`src/hw/rtl/pbr_pkg.sv`:
```
// ----------------------------------------------------------------------------
// pbr_pkg: shared types and constants
// Controller states, command/status bundles and register indexes for the
// polynomial bisection root core.
// ----------------------------------------------------------------------------
package pbr_pkg;

  localparam int unsigned IDX_W  = 3;
  localparam int unsigned ITER_W = 7;

  // configuration register indexes
  localparam logic [2:0] REG_DEGREE    = 3'd0;
  localparam logic [2:0] REG_COEF_0    = 3'd1;
  localparam logic [2:0] REG_COEF_4    = 3'd5;
  localparam logic [2:0] REG_TOLERANCE = 3'd6;
  localparam logic [2:0] REG_ITER_LIM  = 3'd7;

  // result status codes
  localparam logic [1:0] ST_CONVERGED = 2'd0;
  localparam logic [1:0] ST_NO_SIGN   = 2'd1;
  localparam logic [1:0] ST_LIMIT     = 2'd2;

  typedef enum logic [3:0] {
    S_IDLE, S_START, S_HORNER, S_MUL_LO, S_MUL_HI, S_NORM, S_ACCUM,
    S_SAVE_A, S_CHECK, S_MID, S_STEP, S_EMIT
  } state_t;

  // which point the polynomial is evaluated at
  typedef enum logic [1:0] {
    PH_A, PH_B, PH_M
  } phase_t;

  typedef struct packed {
    logic       load_in;
    logic       start_eval;
    phase_t     x_sel;
    logic       mul_lo;
    logic       mul_hi;
    logic       norm;
    logic       accum;
    logic       save_fa;
    logic       mid;
    logic       step;
    logic       emit;
    logic [1:0] emit_status;
  } cmd_t;

  typedef struct packed {
    logic horner_done;
    logic sign_ok;
    logic conv;
    logic lim_hit;
    logic out_free;
  } sts_t;

endpackage

```
`src/hw/rtl/pbr_cfg.sv`:
```
// ----------------------------------------------------------------------------
// pbr_cfg: configuration register file
// Degree, coefficients, tolerance and iteration limit, with clamping.
// ----------------------------------------------------------------------------
module pbr_cfg #(
  parameter int unsigned MAX_DEGREE     = 4,
  parameter int unsigned MAX_ITERATIONS = 64
) (
  input  logic                         clk,
  input  logic                         rst_n,
  input  logic                         wr_en,
  input  logic [2:0]                   wr_index,
  input  logic [31:0]                  wr_data,
  output logic [pbr_pkg::IDX_W-1:0]    degree_eff,
  output logic signed [31:0]           coef [MAX_DEGREE+1],
  output logic [30:0]                  tolerance,
  output logic [pbr_pkg::ITER_W-1:0]   limit_eff
);

  logic [2:0]        degree_r;
  logic signed [31:0] coef_r [MAX_DEGREE+1];
  logic [30:0]       tol_r;
  logic [6:0]        lim_r;
  logic [2:0]        coef_sel;

  assign coef_sel = wr_index - pbr_pkg::REG_COEF_0;

  always_ff @(posedge clk) begin
    if (!rst_n) begin
      degree_r <= 3'd1;
      tol_r    <= 31'd66;
      lim_r    <= 7'd32;
      for (int i = 0; i <= int'(MAX_DEGREE); i++) coef_r[i] <= '0;
    end else if (wr_en) begin
      if (wr_index == pbr_pkg::REG_DEGREE) degree_r <= wr_data[2:0];
      if (wr_index == pbr_pkg::REG_TOLERANCE) tol_r <= wr_data[30:0];
      if (wr_index == pbr_pkg::REG_ITER_LIM) lim_r <= wr_data[6:0];
      for (int i = 0; i <= int'(MAX_DEGREE); i++) begin
        if (wr_index >= pbr_pkg::REG_COEF_0 && wr_index <= pbr_pkg::REG_COEF_4 &&
            coef_sel == 3'(i)) coef_r[i] <= wr_data;
      end
    end
  end

  assign degree_eff = (degree_r > 3'(MAX_DEGREE)) ? 3'(MAX_DEGREE) : degree_r;
  assign limit_eff  = (lim_r == 7'd0) ? 7'd1 :
                      (lim_r > 7'(MAX_ITERATIONS)) ? 7'(MAX_ITERATIONS) : lim_r;
  assign tolerance  = tol_r;
  assign coef       = coef_r;

endmodule

```
`config.mk`:
```
export PLATFORM = sky130hd
export DESIGN_NAME = pbr_cfg
export DESIGN_NICKNAME = d
export VERILOG_FILES = /design/src/hw/rtl/pbr_pkg.sv /design/src/hw/rtl/pbr_cfg.sv
export SDC_FILE = /design/constraint.sdc
export NUM_CORES = 1
export LEC_CHECK = 0
export ABC_AREA = 1
export BUFFER_PORTS_ARGS = -buffer_cell sky130_fd_sc_hd__buf_2
export CAP_MARGIN = 20
export CELL_PAD_IN_SITES_DETAIL_PLACEMENT = 2
export CELL_PAD_IN_SITES_GLOBAL_PLACEMENT = 2
export CORE_MARGIN = 2
export CORE_UTILIZATION = 29
export DETAILED_ROUTE_END_ITERATION = 8
export GPL_ROUTABILITY_DRIVEN = 0
export PLACE_DENSITY = 0.83
export SLEW_MARGIN = 25
export SYNTH_ARGS = -nofsm -noshare
export SYNTH_HDL_FRONTEND = slang
export SYNTH_SLANG_ARGS = --single-unit
```
`constraint.sdc`:
```
create_clock -name clk -period 2.8 [get_ports clk]
set_input_delay 0.56 -clock clk [delete_from_list [all_inputs] [get_ports clk]]
set_output_delay 0.56 -clock clk [all_outputs]
set_load 0.05 [all_outputs]
```
==> results of run 1 <==
-- kinds of logic after synthesis --
family                 Yosys count
AOI/OAI and AO/OA                5
buffers and inverters          125
DFF                            201
and+or+nand+nor                828
-- routing by layer --
metal,vias up,track usage,part of all wire
met5,-,0,0.00034
li1,3999,-,-
met4,2,0.0476,0.017
met3,41,0.0483,0.063
met1,4119,0.272,0.42
met2,195,0.400,0.49
-- worst max path at each step --
stage | startpoint | end | slack (ns) | cells after the start
floorplan | lim_r[4]$_SDFFE_PN0P_ | limit_eff[1] | 0.60 | 3
finish | lim_r[5]$_SDFFE_PN1P_ | limit_eff[1] | 0.44 | 4
detailed placement | wr_index[2] | coef[52]$_SDFFE_PN0P_ | 0.77 | 6
CTS | lim_r[5]$_SDFFE_PN1P_ | limit_eff[1] | 0.38 | 4
global route | lim_r[5]$_SDFFE_PN1P_ | limit_eff[1] | 0.37 | 4
global placement | wr_index[2] | coef[44]$_SDFFE_PN0P_ | 0.86 | 6
-- state kept, by name (all words and copies together) (netlist names) --
name	count
coef	160
lim_r	7
tolerance	31
degree_r	3
-- area by class of cell --
| cell class | instances | area (µm²) |
|---|---|---|
| flip-flops and latches | 201 | 4020 |
| inverters | 43 | 163 |
| fillers | 3249 | 16700 |
| multi-input cells | 833 | 3460 |
| repair buffers | 259 | 1460 |
| diodes | 1 | 2.50 |
| clock buffers | 41 | 746 |
| well taps | 341 | 427 |
| clock inverters | 2 | 12.5 |
-- stage by stage --
step | setup WS [ns] | util
detailed placement | 0.768 | 0.353
global placement | 0.859 | 0.353
finish | 0.441 | 0.382
floorplan | 0.600 | -
CTS | 0.384 | 0.382
global route | 0.367 | 0.382
-- power breakdown --
group	switching, mW	total [mW]	internal, mW	leakage, nW
sequential	0.0636	3.03	2.96	1.63
combinational	0.799	1.03	0.233	3.01
clock	1.23	3.03	1.79	0.367
-- cells in the mapped netlist --
cell type	instances
a21boi_0	3
buf_1	5
buf_2	41
clkbuf_1	36
dfxtp_1	201
inv_1	43
nand2_1	219
nand3_1	196
nor2_1	410
nor2_2	3
o21ai_0	2
-- worst max-delay path: stages, from the launching register on --
cell	delay (ns)
dfxtp_1	0.35
nor2_1	0.11
nand3_1	0.16
a21boi_0	0.33
buf_2	0.33
==> metrics.md, run 1 <==
| Metric | Value |
|---|---|
| Hold Buf Count CTS | `0` |
| Initial antenna violation count | `2` |
| Commonest non-fill, non-tap cells in the layout | `nor2_1, buf_2, nand2_1, dfxtp_1, nand3_1` |
| Final setup fails | `0` |
| Syn Area/Cell | `6.85 µm²` |
| Final worst path period share | `0.843` |
| Placed cells | `1677` |
| Most common cell after layout, fill and taps aside | `nor2_1` |
| CP Class | `flop to primary output` |
| Sequential share of the synthesized area | `0.507` |
| Worst Tran Pin Value | `around 0.54 ns` |
| Pin count of the biggest net entering global routing | `100` |
| Post-CTS Setup Bufs | `0` |
| VDD IR-drop max | `0.000327 V` |
| Hold_ws | `0.265 ns` |
| Area grow syn2layout | `29.6%` |
| R2R cell count | `2` |
| WL final | `32600 µm` |
| Rows | `60` |
| Syn nets | `between 1000 and 1500` |
| Req. time, crit path | `2.24 ns` |
| Max_cap viols | `0` |
| GRT overflow | `0` |
| Hold Path Sink | `degree_r[0]$_SDFFE_PN1P_` |
| Crit start category | `flop` |
| Hold Path Cell Cnt | `3` |
| Tmin final | `~2.4 ns` |
| CP Data Arrival Time | `1.80 ns` |
| Initial Util | `0.295` |
| Worst R2R Setup Slack | `roughly 2 ns` |
| Post-Synth XOR/XNOR Area | `0` |
| First-pass GRT wire length | `49800 µm` |
| Longest Clk Path Bufs | `3` |
| Num CTS Buffers | `24` |
| Main combinational cell family by area after synthesis | `simple AND/OR/NAND/NOR gates` |
| Vias | `8356` |
| Vias per Instance | `just under 5` |
| Normalized max-slew margin | `0.638` |
| Final TNS setup | `0 ns` |
| P_leak | `5.01 nW` |
| Die width | `169 µm` |
| Buffers on Ports | `238` |
| Yosys warning total | `0` |
| Die Y | `169 µm` |
| Synth area leader | `dfxtp_1` |
| Crit path max fanout | `4` |
| Total GRT Usage | `0.222` |
| Worst-path clk slew | `0.06 ns` |
| Post-Synth Adder-Cell Area | `0` |
| Overall power | `7.09 mW` |
| Core area | `between 20000 and 30000 µm²` |
| Synth top area cells | `dfxtp_1, nor2_1, nand3_1` |
| Netlist Area Pre-Place | `approximately 7900 µm²` |
| Post-synthesis sequential element count | `201` |
| Crit Reg-Reg Startpoint | `lim_r[6]$_SDFFE_PN0P_` |
| Simple-Gate Fraction of Synth Area | `0.423` |
| Drt pass-1 iters | `4` |
| Final cell count without fillers | `about 1700` |
| HP Class | `primary input to flop` |
| Skew-Pair Late Insertion Delay | `between 0.5 and 0.6 ns` |
| Post-detailed-placement cell area | `9520 µm²` |
| Compound-gate portion of the synthesized area | `0.00410` |
| DRC viols | `0` |
| Power per cell area | `689 nW/µm²` |
| Worst reg2reg endpoint | `lim_r[6]$_SDFFE_PN0P_` |
| Design area | `10300 µm²` |
| Achievable Freq | `424 MHz` |
| IO Count | `approximately 240` |
| Root Buffer | `clkbuf_16` |
| Avg WL per Cell | `18.9 µm` |
| Status | `finished clean` |
| Unrepaired setup endpoints after global routing | `false` |
| Die ar. | `28700 µm²` |
| Slew Viols, Final | `0` |
| HPWL Detailed | `~22000 µm` |
| CTS Sinks | `201` |
| Post-synthesis cell count | `1159` |
| Post-cts sizing count | `0` |
| Clk_skew | `0 ns` |
| Vias in the first global route | `8722` |
| Fin nets | `1400` |
| Post-route ant nets | `0` |
| CTS tree | `done` |
| H-tree levels | `1` |
| Worst Min Path Start | `wr_data[0]` |
| Yosys cell types | `11` |
| Mux cell area share after synthesis | `0` |
| Final Hold Fails | `0` |
| Detailed Route Iter0 Violations | `slightly above 400` |
| Layout cells sized above 1 | `0.220` |
| Synth top area share | `0.507` |
| Critical path capture point type | `primary output` |
Note: power is estimated with default switching activity, not from simulation.
==> run 2, diff against run 1 <==
--- a/config.mk
+++ b/config.mk
@@ -11,10 +11,10 @@
 export CELL_PAD_IN_SITES_DETAIL_PLACEMENT = 2
 export CELL_PAD_IN_SITES_GLOBAL_PLACEMENT = 2
 export CORE_MARGIN = 2
-export CORE_UTILIZATION = 29
+export CORE_UTILIZATION = 27
 export DETAILED_ROUTE_END_ITERATION = 8
 export GPL_ROUTABILITY_DRIVEN = 0
-export PLACE_DENSITY = 0.83
+export PLACE_DENSITY = 0.78
 export SLEW_MARGIN = 25
 export SYNTH_ARGS = -nofsm -noshare
 export SYNTH_HDL_FRONTEND = slang
==> constraint.sdc (replaced) <==
create_clock -name clk -period 2.4 [get_ports clk]
set_input_delay 0.48 -clock clk [delete_from_list [all_inputs] [get_ports clk]]
set_output_delay 0.48 -clock clk [all_outputs]
set_load 0.05 [all_outputs]
==> run 2 against run 1 <==
Effect of this change: worst hold slack worse by 0.074 ns; die area up 7.2%; combinational power increased by 17%; critical path type unchanged; register-to-register slack got worse by 0.38 ns; sequential cell count unchanged; clock-buffer cell count fell by 6; sequential share of layout area decreased by 0.47 points; cell count is 2.3% higher; critical endpoint unchanged; non-clock buffer count decreased by 1; critical path depth unchanged.
==> metrics.md, run 2 (synthesis gave the netlist of run 1 again) <==
| Metric | Value |
|---|---|
| Status | `finished clean` |
| VDD IR-drop max | `0.000389 V` |
| CP Data Arrival Time | `1.71 ns` |
| Clk_skew | `0 ns` |
| Unrepaired setup endpoints after global routing | `false` |
| Final setup fails | `0` |
| HPWL Detailed | `21900 µm` |
| Diode count | `0` |
| Worst-path clk slew | `0.06 ns` |
| CP Class | `flop to primary output` |
| Sw frac | `0.293` |
| Achievable Freq | `between 400 and 500 MHz` |
| Post-route ant nets | `0` |
| WL final | `32500 µm` |
| H-tree levels | `1` |
| Final TNS setup | `0 ns` |
| Detailed Route Iter0 Violations | `395` |
| P_leak | `5.04 nW` |
| Clock Power Share | `0.433` |
| Skew-Pair Late Insertion Delay | `0.51 ns` |
| Pint | `5.92 mW` |
| Commonest non-fill, non-tap cells in the layout | `nor2_1, buf_2, nand2_1, dfxtp_1, nand3_1` |
| Final worst path period share | `0.914` |
| CTS Sinks | `201` |
| DRC viols | `0` |
| Fin nets | `1399` |
| Vias per Instance | `4.77` |
| GRT overflow | `0` |
| Avg WL per Cell | `18.4 µm` |
| Power per cell area | `804 nW/µm²` |
| Vias in the first global route | `8943` |
| Drt pass-1 iters | `4` |
| Rows | `62` |
| Buffers on Ports | `238` |
| Crit path max fanout | `4` |
| CTS tree | `done` |
| First-pass GRT wire length | `a little over 50000 µm` |
| CP max stage cell | `dfxtp_1` |
| Overall power | `8.37 mW` |
| Initial antenna violation count | `0` |
| Root Buffer | `clkbuf_16` |
| Area grow syn2layout | `31.2%` |
| Max reg flops | `160` |
| Die Y | `175 µm` |
| Pin count of the biggest net entering global routing | `100` |
| Worst Tran Pin Value | `0.493 ns` |
| Critical path capture point type | `primary output` |
| Die width | `between 150 and 200 µm` |
| Post-cts sizing count | `0` |
| Max_cap viols | `0` |
| Switch Pwr | `2.45 mW` |
| Tmin final | `2.19 ns` |
| IO Count | `approximately 240` |
| Sequential Power Share | `0.422` |
| HP Class | `primary input to flop` |
| Cell Chain, Critical Path | `nor2_1 > nand3_1 > a21boi_0 > buf_2` |
| Slew Viols, Final | `0` |
| Final Hold Fails | `0` |
| Crit-path max cell delay | `0.33 ns` |
| Hold Buf Count CTS | `0` |
| Longest Clk Path Bufs | `3` |
| Normalized max-slew margin | `0.672` |
| Die ar. | `around 31000 µm²` |
| Initial Util | `0.275` |
| Num CTS Buffers | `24` |
| Crit start category | `flop` |
| Core area | `28900 µm²` |
| Vias | `8395` |
| Post-CTS Setup Bufs | `0` |
| Total GRT Usage | `0.210` |
| Layout cells sized above 1 | `0.223` |
| Req. time, crit path | `1.92 ns` |
| Most common cell after layout, fill and taps aside | `nor2_1` |
| Hold_ws | `approximately 0.19 ns` |
| Comb power frac | `0.145` |
| Final Util | `0.361` |
[run 2: metal layers]
layer | share of wire | global-route usage
met5 | 0 | 0
met4 | 0.017 | 0.0434
met3 | 0.059 | 0.0437
met2 | 0.48 | 0.368
met1 | 0.44 | 0.266
[run 2: power by group through the flow]
stage	clock (mW)	combinational, mW	sequential (mW)
2_1_floorplan	0	0.458	3.97
3_3_place_gp	0	1.19	3.60
3_5_place_dp	0	1.22	3.60
4_1_cts	3.72	1.23	3.53
5_1_grt	3.86	1.32	3.54
6_report	3.62	1.21	3.53
[run 2: per-stage QoR]
step	worst slack, ns	area, µm²	instances
floorplan	0.280	7940	1159
global placement	0.579	9630	1719
detailed placement	0.516	9630	1719
CTS	0.179	10400	1761
global route	0.114	10400	1761
finish	0.206	10400	1761
[run 2: layout make-up]
cell class	count	area (µm²)
Sequential cell	201	4020
Clock buffer	35	723
Timing Repair Buffer	258	1500
Multi-Input combinational cell	833	3460
Fill cell	3474	18400
Inverter	43	163
Tap cell	384	480
Clock inverter	7	62.6
[run 2: worst paths after layout]
kind | to | cells past startpoint | start | slack, ns
setup reg to reg | lim_r[6]$_SDFFE_PN0P_ | 2 | lim_r[6]$_SDFFE_PN0P_ | 1.68
hold / removal | degree_r[0]$_SDFFE_PN1P_ | 3 | wr_data[0] | 0.19
hold reg to reg | coef[64]$_SDFFE_PN0P_ | 2 | coef[64]$_SDFFE_PN0P_ | 0.48
setup / recovery | limit_eff[1] | 4 | lim_r[0]$_SDFFE_PN0P_ | 0.21
[run 2: worst max-delay path: cells and delay by family (launching register included)]
kind	cells	cell delay [ns]
DFF	1	0.33
buffers and inverters	1	0.33
AOI/OAI and AO/OA	1	0.29
and+or+nand+nor	2	0.24
