==> config.mk <==
export PLATFORM = sky130hd
export DESIGN_NAME = pbr_ctrl
export DESIGN_NICKNAME = d
export VERILOG_FILES = /design/src/hw/rtl/pbr_pkg.sv /design/src/hw/rtl/pbr_ctrl.sv
export SDC_FILE = /design/constraint.sdc
export NUM_CORES = 1
export LEC_CHECK = 0
export ABC_CLOCK_PERIOD_IN_PS = 2310
export BUFFER_PORTS_ARGS = -buffer_cell sky130_fd_sc_hd__buf_2
export CORE_AREA = 3 3 40 42
export CTS_BUF_LIST = sky130_fd_sc_hd__clkbuf_8
export CTS_CLUSTER_SIZE = 16
export DETAILED_ROUTE_END_ITERATION = 8
export DIE_AREA = 0 0 43 45
export PLACE_DENSITY = 0.7
export RECOVER_POWER = 100
export SLEW_MARGIN = 30
export SYNTH_ARGS = -nofsm -noshare
export SYNTH_HDL_FRONTEND = slang
export SYNTH_SLANG_ARGS = --single-unit
==> constraint.sdc <==
create_clock -name clk -period 2.31 [get_ports clk]
set_input_delay 0.3465 -clock clk [delete_from_list [all_inputs] [get_ports clk]]
set_output_delay 0.3465 -clock clk [all_outputs]
set_load 0.05 [all_outputs]
==> src/hw/rtl/pbr_pkg.sv <==
// ----------------------------------------------------------------------------
// pbr_pkg: shared types and constants
// Controller states, command/status bundles and register indexes for the
// polynomial bisection root core.
// ----------------------------------------------------------------------------
package pbr_pkg;

  localparam int unsigned IDX_W  = 3;
  localparam int unsigned ITER_W = 7;

  // configuration register indexes
  localparam logic [2:0] REG_DEGREE    = 3'd0;
  localparam logic [2:0] REG_COEF_0    = 3'd1;
  localparam logic [2:0] REG_COEF_4    = 3'd5;
  localparam logic [2:0] REG_TOLERANCE = 3'd6;
  localparam logic [2:0] REG_ITER_LIM  = 3'd7;

  // result status codes
  localparam logic [1:0] ST_CONVERGED = 2'd0;
  localparam logic [1:0] ST_NO_SIGN   = 2'd1;
  localparam logic [1:0] ST_LIMIT     = 2'd2;

  typedef enum logic [3:0] {
    S_IDLE, S_START, S_HORNER, S_MUL_LO, S_MUL_HI, S_NORM, S_ACCUM,
    S_SAVE_A, S_CHECK, S_MID, S_STEP, S_EMIT
  } state_t;

  // which point the polynomial is evaluated at
  typedef enum logic [1:0] {
    PH_A, PH_B, PH_M
  } phase_t;

  typedef struct packed {
    logic       load_in;
    logic       start_eval;
    phase_t     x_sel;
    logic       mul_lo;
    logic       mul_hi;
    logic       norm;
    logic       accum;
    logic       save_fa;
    logic       mid;
    logic       step;
    logic       emit;
    logic [1:0] emit_status;
  } cmd_t;

  typedef struct packed {
    logic horner_done;
    logic sign_ok;
    logic conv;
    logic lim_hit;
    logic out_free;
  } sts_t;

endpackage

==> src/hw/rtl/pbr_ctrl.sv <==
// ----------------------------------------------------------------------------
// pbr_ctrl: bisection sequencer
// Steps Horner evaluations at a, b and each midpoint, and the halving loop.
// ----------------------------------------------------------------------------
module pbr_ctrl (
  input  logic            clk,
  input  logic            rst_n,
  input  logic            in_valid,
  output logic            in_ready,
  input  pbr_pkg::sts_t   sts,
  output pbr_pkg::cmd_t   cmd
);

  pbr_pkg::state_t state_r, state_nxt;
  pbr_pkg::phase_t phase_r, phase_nxt;
  logic [1:0]      stat_r, stat_nxt;

  always_ff @(posedge clk) begin
    if (!rst_n) begin
      state_r <= pbr_pkg::S_IDLE;
      phase_r <= pbr_pkg::PH_A;
      stat_r  <= pbr_pkg::ST_CONVERGED;
    end else begin
      state_r <= state_nxt;
      phase_r <= phase_nxt;
      stat_r  <= stat_nxt;
    end
  end

  always_comb begin
    state_nxt = state_r;
    phase_nxt = phase_r;
    stat_nxt  = stat_r;
    unique case (state_r)
      pbr_pkg::S_IDLE: begin
        if (in_valid) begin
          state_nxt = pbr_pkg::S_START;
          phase_nxt = pbr_pkg::PH_A;
        end
      end
      pbr_pkg::S_START: state_nxt = pbr_pkg::S_HORNER;
      pbr_pkg::S_HORNER: begin
        if (!sts.horner_done) state_nxt = pbr_pkg::S_MUL_LO;
        else begin
          unique case (phase_r)
            pbr_pkg::PH_A: state_nxt = pbr_pkg::S_SAVE_A;
            pbr_pkg::PH_B: state_nxt = pbr_pkg::S_CHECK;
            default:       state_nxt = pbr_pkg::S_STEP;
          endcase
        end
      end
      pbr_pkg::S_MUL_LO: state_nxt = pbr_pkg::S_MUL_HI;
      pbr_pkg::S_MUL_HI: state_nxt = pbr_pkg::S_NORM;
      pbr_pkg::S_NORM:   state_nxt = pbr_pkg::S_ACCUM;
      pbr_pkg::S_ACCUM:  state_nxt = pbr_pkg::S_HORNER;
      pbr_pkg::S_SAVE_A: begin
        state_nxt = pbr_pkg::S_START;
        phase_nxt = pbr_pkg::PH_B;
      end
      pbr_pkg::S_CHECK: begin
        if (sts.sign_ok) state_nxt = pbr_pkg::S_MID;
        else begin
          state_nxt = pbr_pkg::S_EMIT;
          stat_nxt  = pbr_pkg::ST_NO_SIGN;
        end
      end
      pbr_pkg::S_MID: begin
        state_nxt = pbr_pkg::S_START;
        phase_nxt = pbr_pkg::PH_M;
      end
      pbr_pkg::S_STEP: begin
        if (sts.conv) begin
          state_nxt = pbr_pkg::S_EMIT;
          stat_nxt  = pbr_pkg::ST_CONVERGED;
        end else if (sts.lim_hit) begin
          state_nxt = pbr_pkg::S_EMIT;
          stat_nxt  = pbr_pkg::ST_LIMIT;
        end else state_nxt = pbr_pkg::S_MID;
      end
      pbr_pkg::S_EMIT: if (sts.out_free) state_nxt = pbr_pkg::S_IDLE;
      default: state_nxt = pbr_pkg::S_IDLE;
    endcase
  end

  always_comb begin
    cmd             = '0;
    cmd.x_sel       = phase_r;
    cmd.emit_status = stat_r;
    in_ready        = (state_r == pbr_pkg::S_IDLE);
    unique case (state_r)
      pbr_pkg::S_IDLE:   cmd.load_in    = in_valid;
      pbr_pkg::S_START:  cmd.start_eval = 1'b1;
      pbr_pkg::S_MUL_LO: cmd.mul_lo     = 1'b1;
      pbr_pkg::S_MUL_HI: cmd.mul_hi     = 1'b1;
      pbr_pkg::S_NORM:   cmd.norm       = 1'b1;
      pbr_pkg::S_ACCUM:  cmd.accum      = 1'b1;
      pbr_pkg::S_SAVE_A: cmd.save_fa    = 1'b1;
      pbr_pkg::S_MID:    cmd.mid        = 1'b1;
      pbr_pkg::S_STEP:   cmd.step       = 1'b1;
      pbr_pkg::S_EMIT:   cmd.emit       = sts.out_free;
      default: ;
    endcase
  end

endmodule

==> metrics, run 1 <==
H-tree Lvls=1; xor/xnor share of the synthesized area=0%; Compound-Gate Fraction of Synth Area=25.9%; # IOs=23; Worst Setup End Kind=output pin; input/output buffers=22; Clock Sinks=8; status=completed; Hold Buf Count CTS=0; post-synthesis sequential area ratio=29.6%; post-route clock period utilization=86.9%; Pre-Repair DR Iteration Count=4; Max FO, Critical Path=16; Die Wd=43 um; met2 wire len=627 um; max frequency=498 MHz; Fillers=141; CTS tree=yes; Fin Setup TNS=0 ns; Final Hold Viols=0; Worst Setup SP=state_r[0]; Area Overhead vs Synth=24.0%; Post-Synth Simple-Gate Area=33.7%; Ys Warns=0; Post-Synth Adder-Cell Area=0%; initial DRC count=18; crit path time final=2.01 ns; number of global-route vias before repair=551; Total Nets Final=106; syn nets=84; worst skew pair latency=0.22 ns; total CTS buffers=3; M1 WL=614 um; main combinational cell family by area after synthesis=simple AND/OR/NAND/NOR gates; worst reg2reg path startpoint=state_r[0]; Hold WC Path Type=input port to flip-flop; global-route wire length before repair=2.38 mm; total die area=1940 um^2; worst hold start=rst_n; Slew headroom=60.2%; clock buffer depth=2; Synth Instances=76; GR Overflow Total=0; register area=160 um^2; initial antenna violation count=0; Mapped Avg Cell Area=7.13 um^2; Die Height=45 um; share of cells above drive strength 1=19.8%; Setup Buffers After CTS=0; Synth Register Bits=8; final setup vio count=0; Worst EP required=1.96 ns; Rows=13; average wire per standard cell=12.0 um; Setup WS post-layout=0.304 ns; Post-CTS Resized=0; max-cap violations=0; wire length on met3=92 um; multi-input combinational cell area=328 um^2; DR vias=617; crit path DAT=1.66 ns; Slew @ Worst Pin=0.600 ns; DRC=0; Post-Syn Area=542 um^2; power per standard cell area=762 nW/um^2; highest metal used=met3; Fin Hold WS=0.382 ns; clock skew=0.00416 ns; Post-Route WL=1.33 mm; DR vias/cell=5.56; largest net degree at the start of global routing=17; root buf cell=clkbuf_8; leakage=0.000258 uW; post-synthesis mux area share=0%; Non-Filler Instances=111; crit path kind=flip-flop to output pin; Final Wtd Congestion=0.879; IR drop worst, VDD=0.611 mV; Antenna Nets Post-Route=0; launching element type of the critical path=flip-flop; Initial Util=42.2%; Yosys cell types=31; clock transition at the registers of the reported paths=0.04 ns; dpl cells=108; Tot GR Track Use=16.0%; core region area=1280 um^2; RSZ-0062 raised after global routing=false; # diodes=0; hpwl dp=1.04 mm; max-slew violations=0; worst slack, placed=0.577 ns
## synth_stat cells (all sizes together)
cell type  count  share of area [%]
a41oi          1                1.6
o2111ai        1                1.6
or4            2                3.5
o311ai         1                1.6
buf            4                5.3
and3           1                1.2
a2bb2oi        1                1.6
nor3b          2                2.8
o41ai          1                1.6
nand3          1               0.92
and2           1                1.2
a31oi          2                2.3
inv            7                4.9
nand2          4                2.8
o211ai         1                1.4
nor2           9                6.2
a21oi          7                6.5
nand2b         4                6.0
nor4           1                1.2
nor3           5                4.6
dfxtp          8                 30
o21ai          7                6.5
or2            2                2.3
or3            1                1.2
o22ai          1                1.2
clkbuf         1               0.69
## cell type report
| type | instances | share of cell area [%] |
|---|---|---|
| clock buffers | 3 | 6.15 |
| inverters | 7 | 3.91 |
| well taps | 15 | 2.79 |
| flip-flops and latches | 8 | 23.8 |
| repair buffers | 22 | 14.5 |
| multi-input cells | 56 | 48.8 |
## worst max-delay path, stage by stage (launching register included)
cell and delay, ns:
dfxtp_1 0.63, nand2b_1 0.27, nor3_1 0.23, clkbuf_2 0.31
## layout by cell type (no fill, tap or decap)
cell type | synthesis | layout
dfxtp_1 | 8 | 8
a31oi_1 | 2 | 2
a2bb2oi_1 | 1 | 1
clkbuf_1 | 1 | 10
clkbuf_8 | 0 | 3
inv_1 | 7 | 7
and2_1 | 1 | 1
o311ai_0 | 1 | 1
nand2b_1 | 3 | 3
nor3_2 | 0 | 1
or4_1 | 1 | 1
clkbuf_2 | 0 | 5
nand2_1 | 4 | 4
o41ai_1 | 1 | 1
or2_0 | 1 | 1
or3_1 | 1 | 1
buf_2 | 2 | 7
a41oi_1 | 1 | 1
or4_4 | 1 | 1
nand3_1 | 1 | 1
a21oi_1 | 7 | 7
and3_1 | 1 | 1
nor4_1 | 1 | 1
o2111ai_1 | 1 | 1
nand2b_4 | 1 | 1
nor2_1 | 9 | 9
o21ai_0 | 7 | 7
nor3_1 | 5 | 4
o211ai_1 | 1 | 1
nor3b_1 | 2 | 2
or2_2 | 1 | 1
o22ai_1 | 1 | 1
## logic make-up after synthesis
family / after synthesis
AOI/OAI and AO/OA: 23
buffers and inverters: 12
DFF: 8
and+or+nand+nor: 33
## routing by layer
metal | vias up | track usage [%]
met1 | 278 | 22.1
li1 | 312 | -
met5 | - | 0
met4 | 0 | 1.81
met3 | 0 | 4.78
met2 | 27 | 25.4
## registers in the layout, summed over array words and instances (netlist names)
signal,count
state_r,4
stat_r,2
phase_r,2
## metrics by stage
stage	instance area (um^2)	total power, uW	utilization, %
after floorplan	547	322	-
after global placement	643	353	50.0
after detailed placement	643	353	50.0
after CTS	684	520	53.3
after global routing	672	550	52.3
final	672	512	52.3
## power by group
part           internal [uW]  switching, uW
clock                    112           50.2
sequential               148           32.0
combinational           49.6            120
total                    310            202
## final timing paths
| path | to | cells after the start | slack (ns) |
|---|---|---|---|
| max | cmd[2] | 3 | 0.30 |
| min | stat_r[0] | 3 | 0.38 |
| max reg2reg | state_r[0] | 3 | 0.72 |
| min reg2reg | stat_r[0] | 2 | 0.44 |
(Power assumes the default switching activity.)
==> run 2: changes to the inputs <==
Settings changed: PLACE_DENSITY 0.7 to 0.73.
==> run 2 against run 1 <==
Against the previous run: sequential share of layout area is 0.45 points higher; clock power is 7% higher; non-clock buffer count stayed put; combinational power hardly changed; routed wire length is 4.4% higher; sequential power hardly changed; cell area is 1.9% lower; global-route usage is 0.097 points higher; maximum frequency is 5.0% lower; final cell count stayed put; critical endpoint is now cmd[13].
==> metrics, run 2 (synthesized netlist as in run 1, its figures left out) <==
core region area=1280 um^2 (unchanged); Final Hold Viols=0 (unchanged); launching element type of the critical path=flip-flop (unchanged); crit path time final=2.11 ns (was 2.01 ns); hpwl dp=978 um (was 1.04 mm); DR vias/cell=5.58 (was 5.56); Slew headroom=60.3% (was 60.2%); sequential power share=34.2% (was 35.2%); # diodes=0 (unchanged); worst reg2reg path startpoint=state_r[0] (unchanged); most frequent cells in the layout=clkbuf_1, nor2_1, buf_2, dfxtp_1 (was clkbuf_1, nor2_1, dfxtp_1); Rows=13 (unchanged); Max FO, Critical Path=11 (was 16); root buf cell=clkbuf_8 (unchanged); Hold Buf Count CTS=0 (unchanged); Worst EP required=1.96 ns (about the same); DRC=0 (unchanged); Hold WC Path Type=input port to flip-flop (unchanged); Clock Sinks=8 (unchanged); crit path DAT=1.77 ns (was 1.66 ns); clock buffer depth=2 (unchanged); final non-filler cell area=659 um^2 (was 672 um^2); combinational share of power=32.2% (was 33.0%); Tot GR Track Use=16.1% (was 16.0%); Post-CTS Resized=0 (unchanged); clock skew=0.00236 ns (was 0.00416 ns); crit path kind=flip-flop to output pin (unchanged); number of flip-flops in the largest register=4 (unchanged); share of cells above drive strength 1=15.6% (was 19.8%); leakage=0.000244 uW (was 0.000258 uW); clock transition at the registers of the reported paths=0.04 ns (about the same); top flop regs=state_r (4), phase_r (2), stat_r (2) (unchanged); IR drop worst, VDD=0.379 mV (was 0.611 mV); DP Area=643 um^2 (unchanged); Setup WS post-layout=0.197 ns (was 0.304 ns); P_sw=213 uW (was 202 uW); Setup Buffers After CTS=0 (unchanged); global-route wire length before repair=2.32 mm (was 2.38 mm); final setup vio count=0 (unchanged); CP Capture Point=cmd[13] (was cmd[2]); H-tree Lvls=1 (unchanged); GR Overflow Total=0 (unchanged); Fin Setup TNS=0 ns (unchanged); Post-Route WL=1.39 mm (was 1.33 mm); total die area=1940 um^2 (unchanged); # IOs=23 (unchanged); Worst Reg2Reg Path Length in Cells=3 (unchanged); post-route clock period utilization=91.5% (was 86.9%); largest net degree at the start of global routing=17 (unchanged); switch share=40.9% (was 39.4%); Worst Setup SP=state_r[3] (was state_r[0]); power per standard cell area=789 nW/um^2 (was 762 nW/um^2); worst skew pair latency=0.23 ns (was 0.22 ns); worst slack, placed=0.597 ns (was 0.577 ns); initial DRC count=34 (was 18); Initial Util=42.2% (unchanged); most common cell after layout, fill and taps aside=clkbuf_1 (unchanged); Antenna Nets Post-Route=0 (unchanged); number of global-route vias before repair=531 (was 551); DR vias=619 (was 617); RSZ-0062 raised after global routing=false (unchanged); Pre-Repair DR Iteration Count=4 (unchanged); max frequency=473 MHz (was 498 MHz); average wire per standard cell=12.5 um (was 12.0 um); Total Nets Final=106 (unchanged); Fillers=142 (was 141); total CTS buffers=3 (unchanged); status=completed (unchanged); CTS tree=yes (unchanged); Worst Setup End Kind=output pin (unchanged); R2R Setup Slk=0.76 ns (was 0.72 ns); initial antenna violation count=0 (unchanged); Die Wd=43 um (unchanged); Clock power frac=33.6% (was 31.8%); input/output buffers=22 (unchanged); Slew @ Worst Pin=0.599 ns (was 0.600 ns); max-slew violations=0 (unchanged); Most flops, register=state_r (unchanged); Area Overhead vs Synth=21.7% (was 24.0%); Die Height=45 um (unchanged); r2r endpoint=state_r[0] (unchanged); Final Wtd Congestion=0.842 (was 0.879); max-cap violations=0 (unchanged); P_int=308 uW (was 310 uW)
run 2: routing by layer:
layer / wire length, um / global-route usage (%)
met3: 116 / 5.18
met2: 593 / 23.7
met4: 20 / 7.23
met5: 0 / 0
met1: 662 / 21.5
run 2: worst min path at each step:
stage | startpoint | end | slack (ns) | cells past startpoint
global route | rst_n | stat_r[0] | 0.39 | 3
global placement | stat_r[0] | stat_r[0] | 0.43 | 2
detailed placement | stat_r[0] | stat_r[0] | 0.43 | 2
finish | rst_n | stat_r[0] | 0.38 | 3
CTS | rst_n | stat_r[0] | 0.37 | 3
floorplan | rst_n | stat_r[0] | 0.46 | 2
run 2: per-stage QoR:
stage / utilization, % / hold WS [ns] / total power (uW) / instances
after floorplan: - / 0.463 / 322 / 76
after global routing: 51.3 / 0.389 / 543 / 111
final: 51.3 / 0.378 / 521 / 111
after detailed placement: 50.0 / 0.432 / 353 / 108
after global placement: 50.0 / 0.427 / 352 / 108
after CTS: 53.3 / 0.371 / 527 / 111
run 2: cell type report:
cell class / count / area [um^2] / area share [%]
inverters: 7 / 26.3 / 3.98
repair buffers: 22 / 93.8 / 14.2
clock buffers: 3 / 41.3 / 6.26
well taps: 15 / 18.8 / 2.85
multi-input cells: 56 / 319 / 48.4
flip-flops and latches: 8 / 160 / 24.3
run 2: power by group through the flow:
| stage | Combinational (uW) | Sequential (uW) | Clock (uW) |
|---|---|---|---|
| detailed placement | 172 | 181 | 0 |
| finish | 167 | 178 | 175 |
| global route | 180 | 182 | 182 |
| CTS | 174 | 178 | 175 |
| global placement | 172 | 180 | 0 |
| floorplan | 163 | 159 | 0 |
run 2: critical path, stage by stage (launching register included):
cell and delay [ns]:
dfxtp_1 0.41, or2_2 0.38, nor3_2 0.14, and2_1 0.14
clkbuf_1 0.46
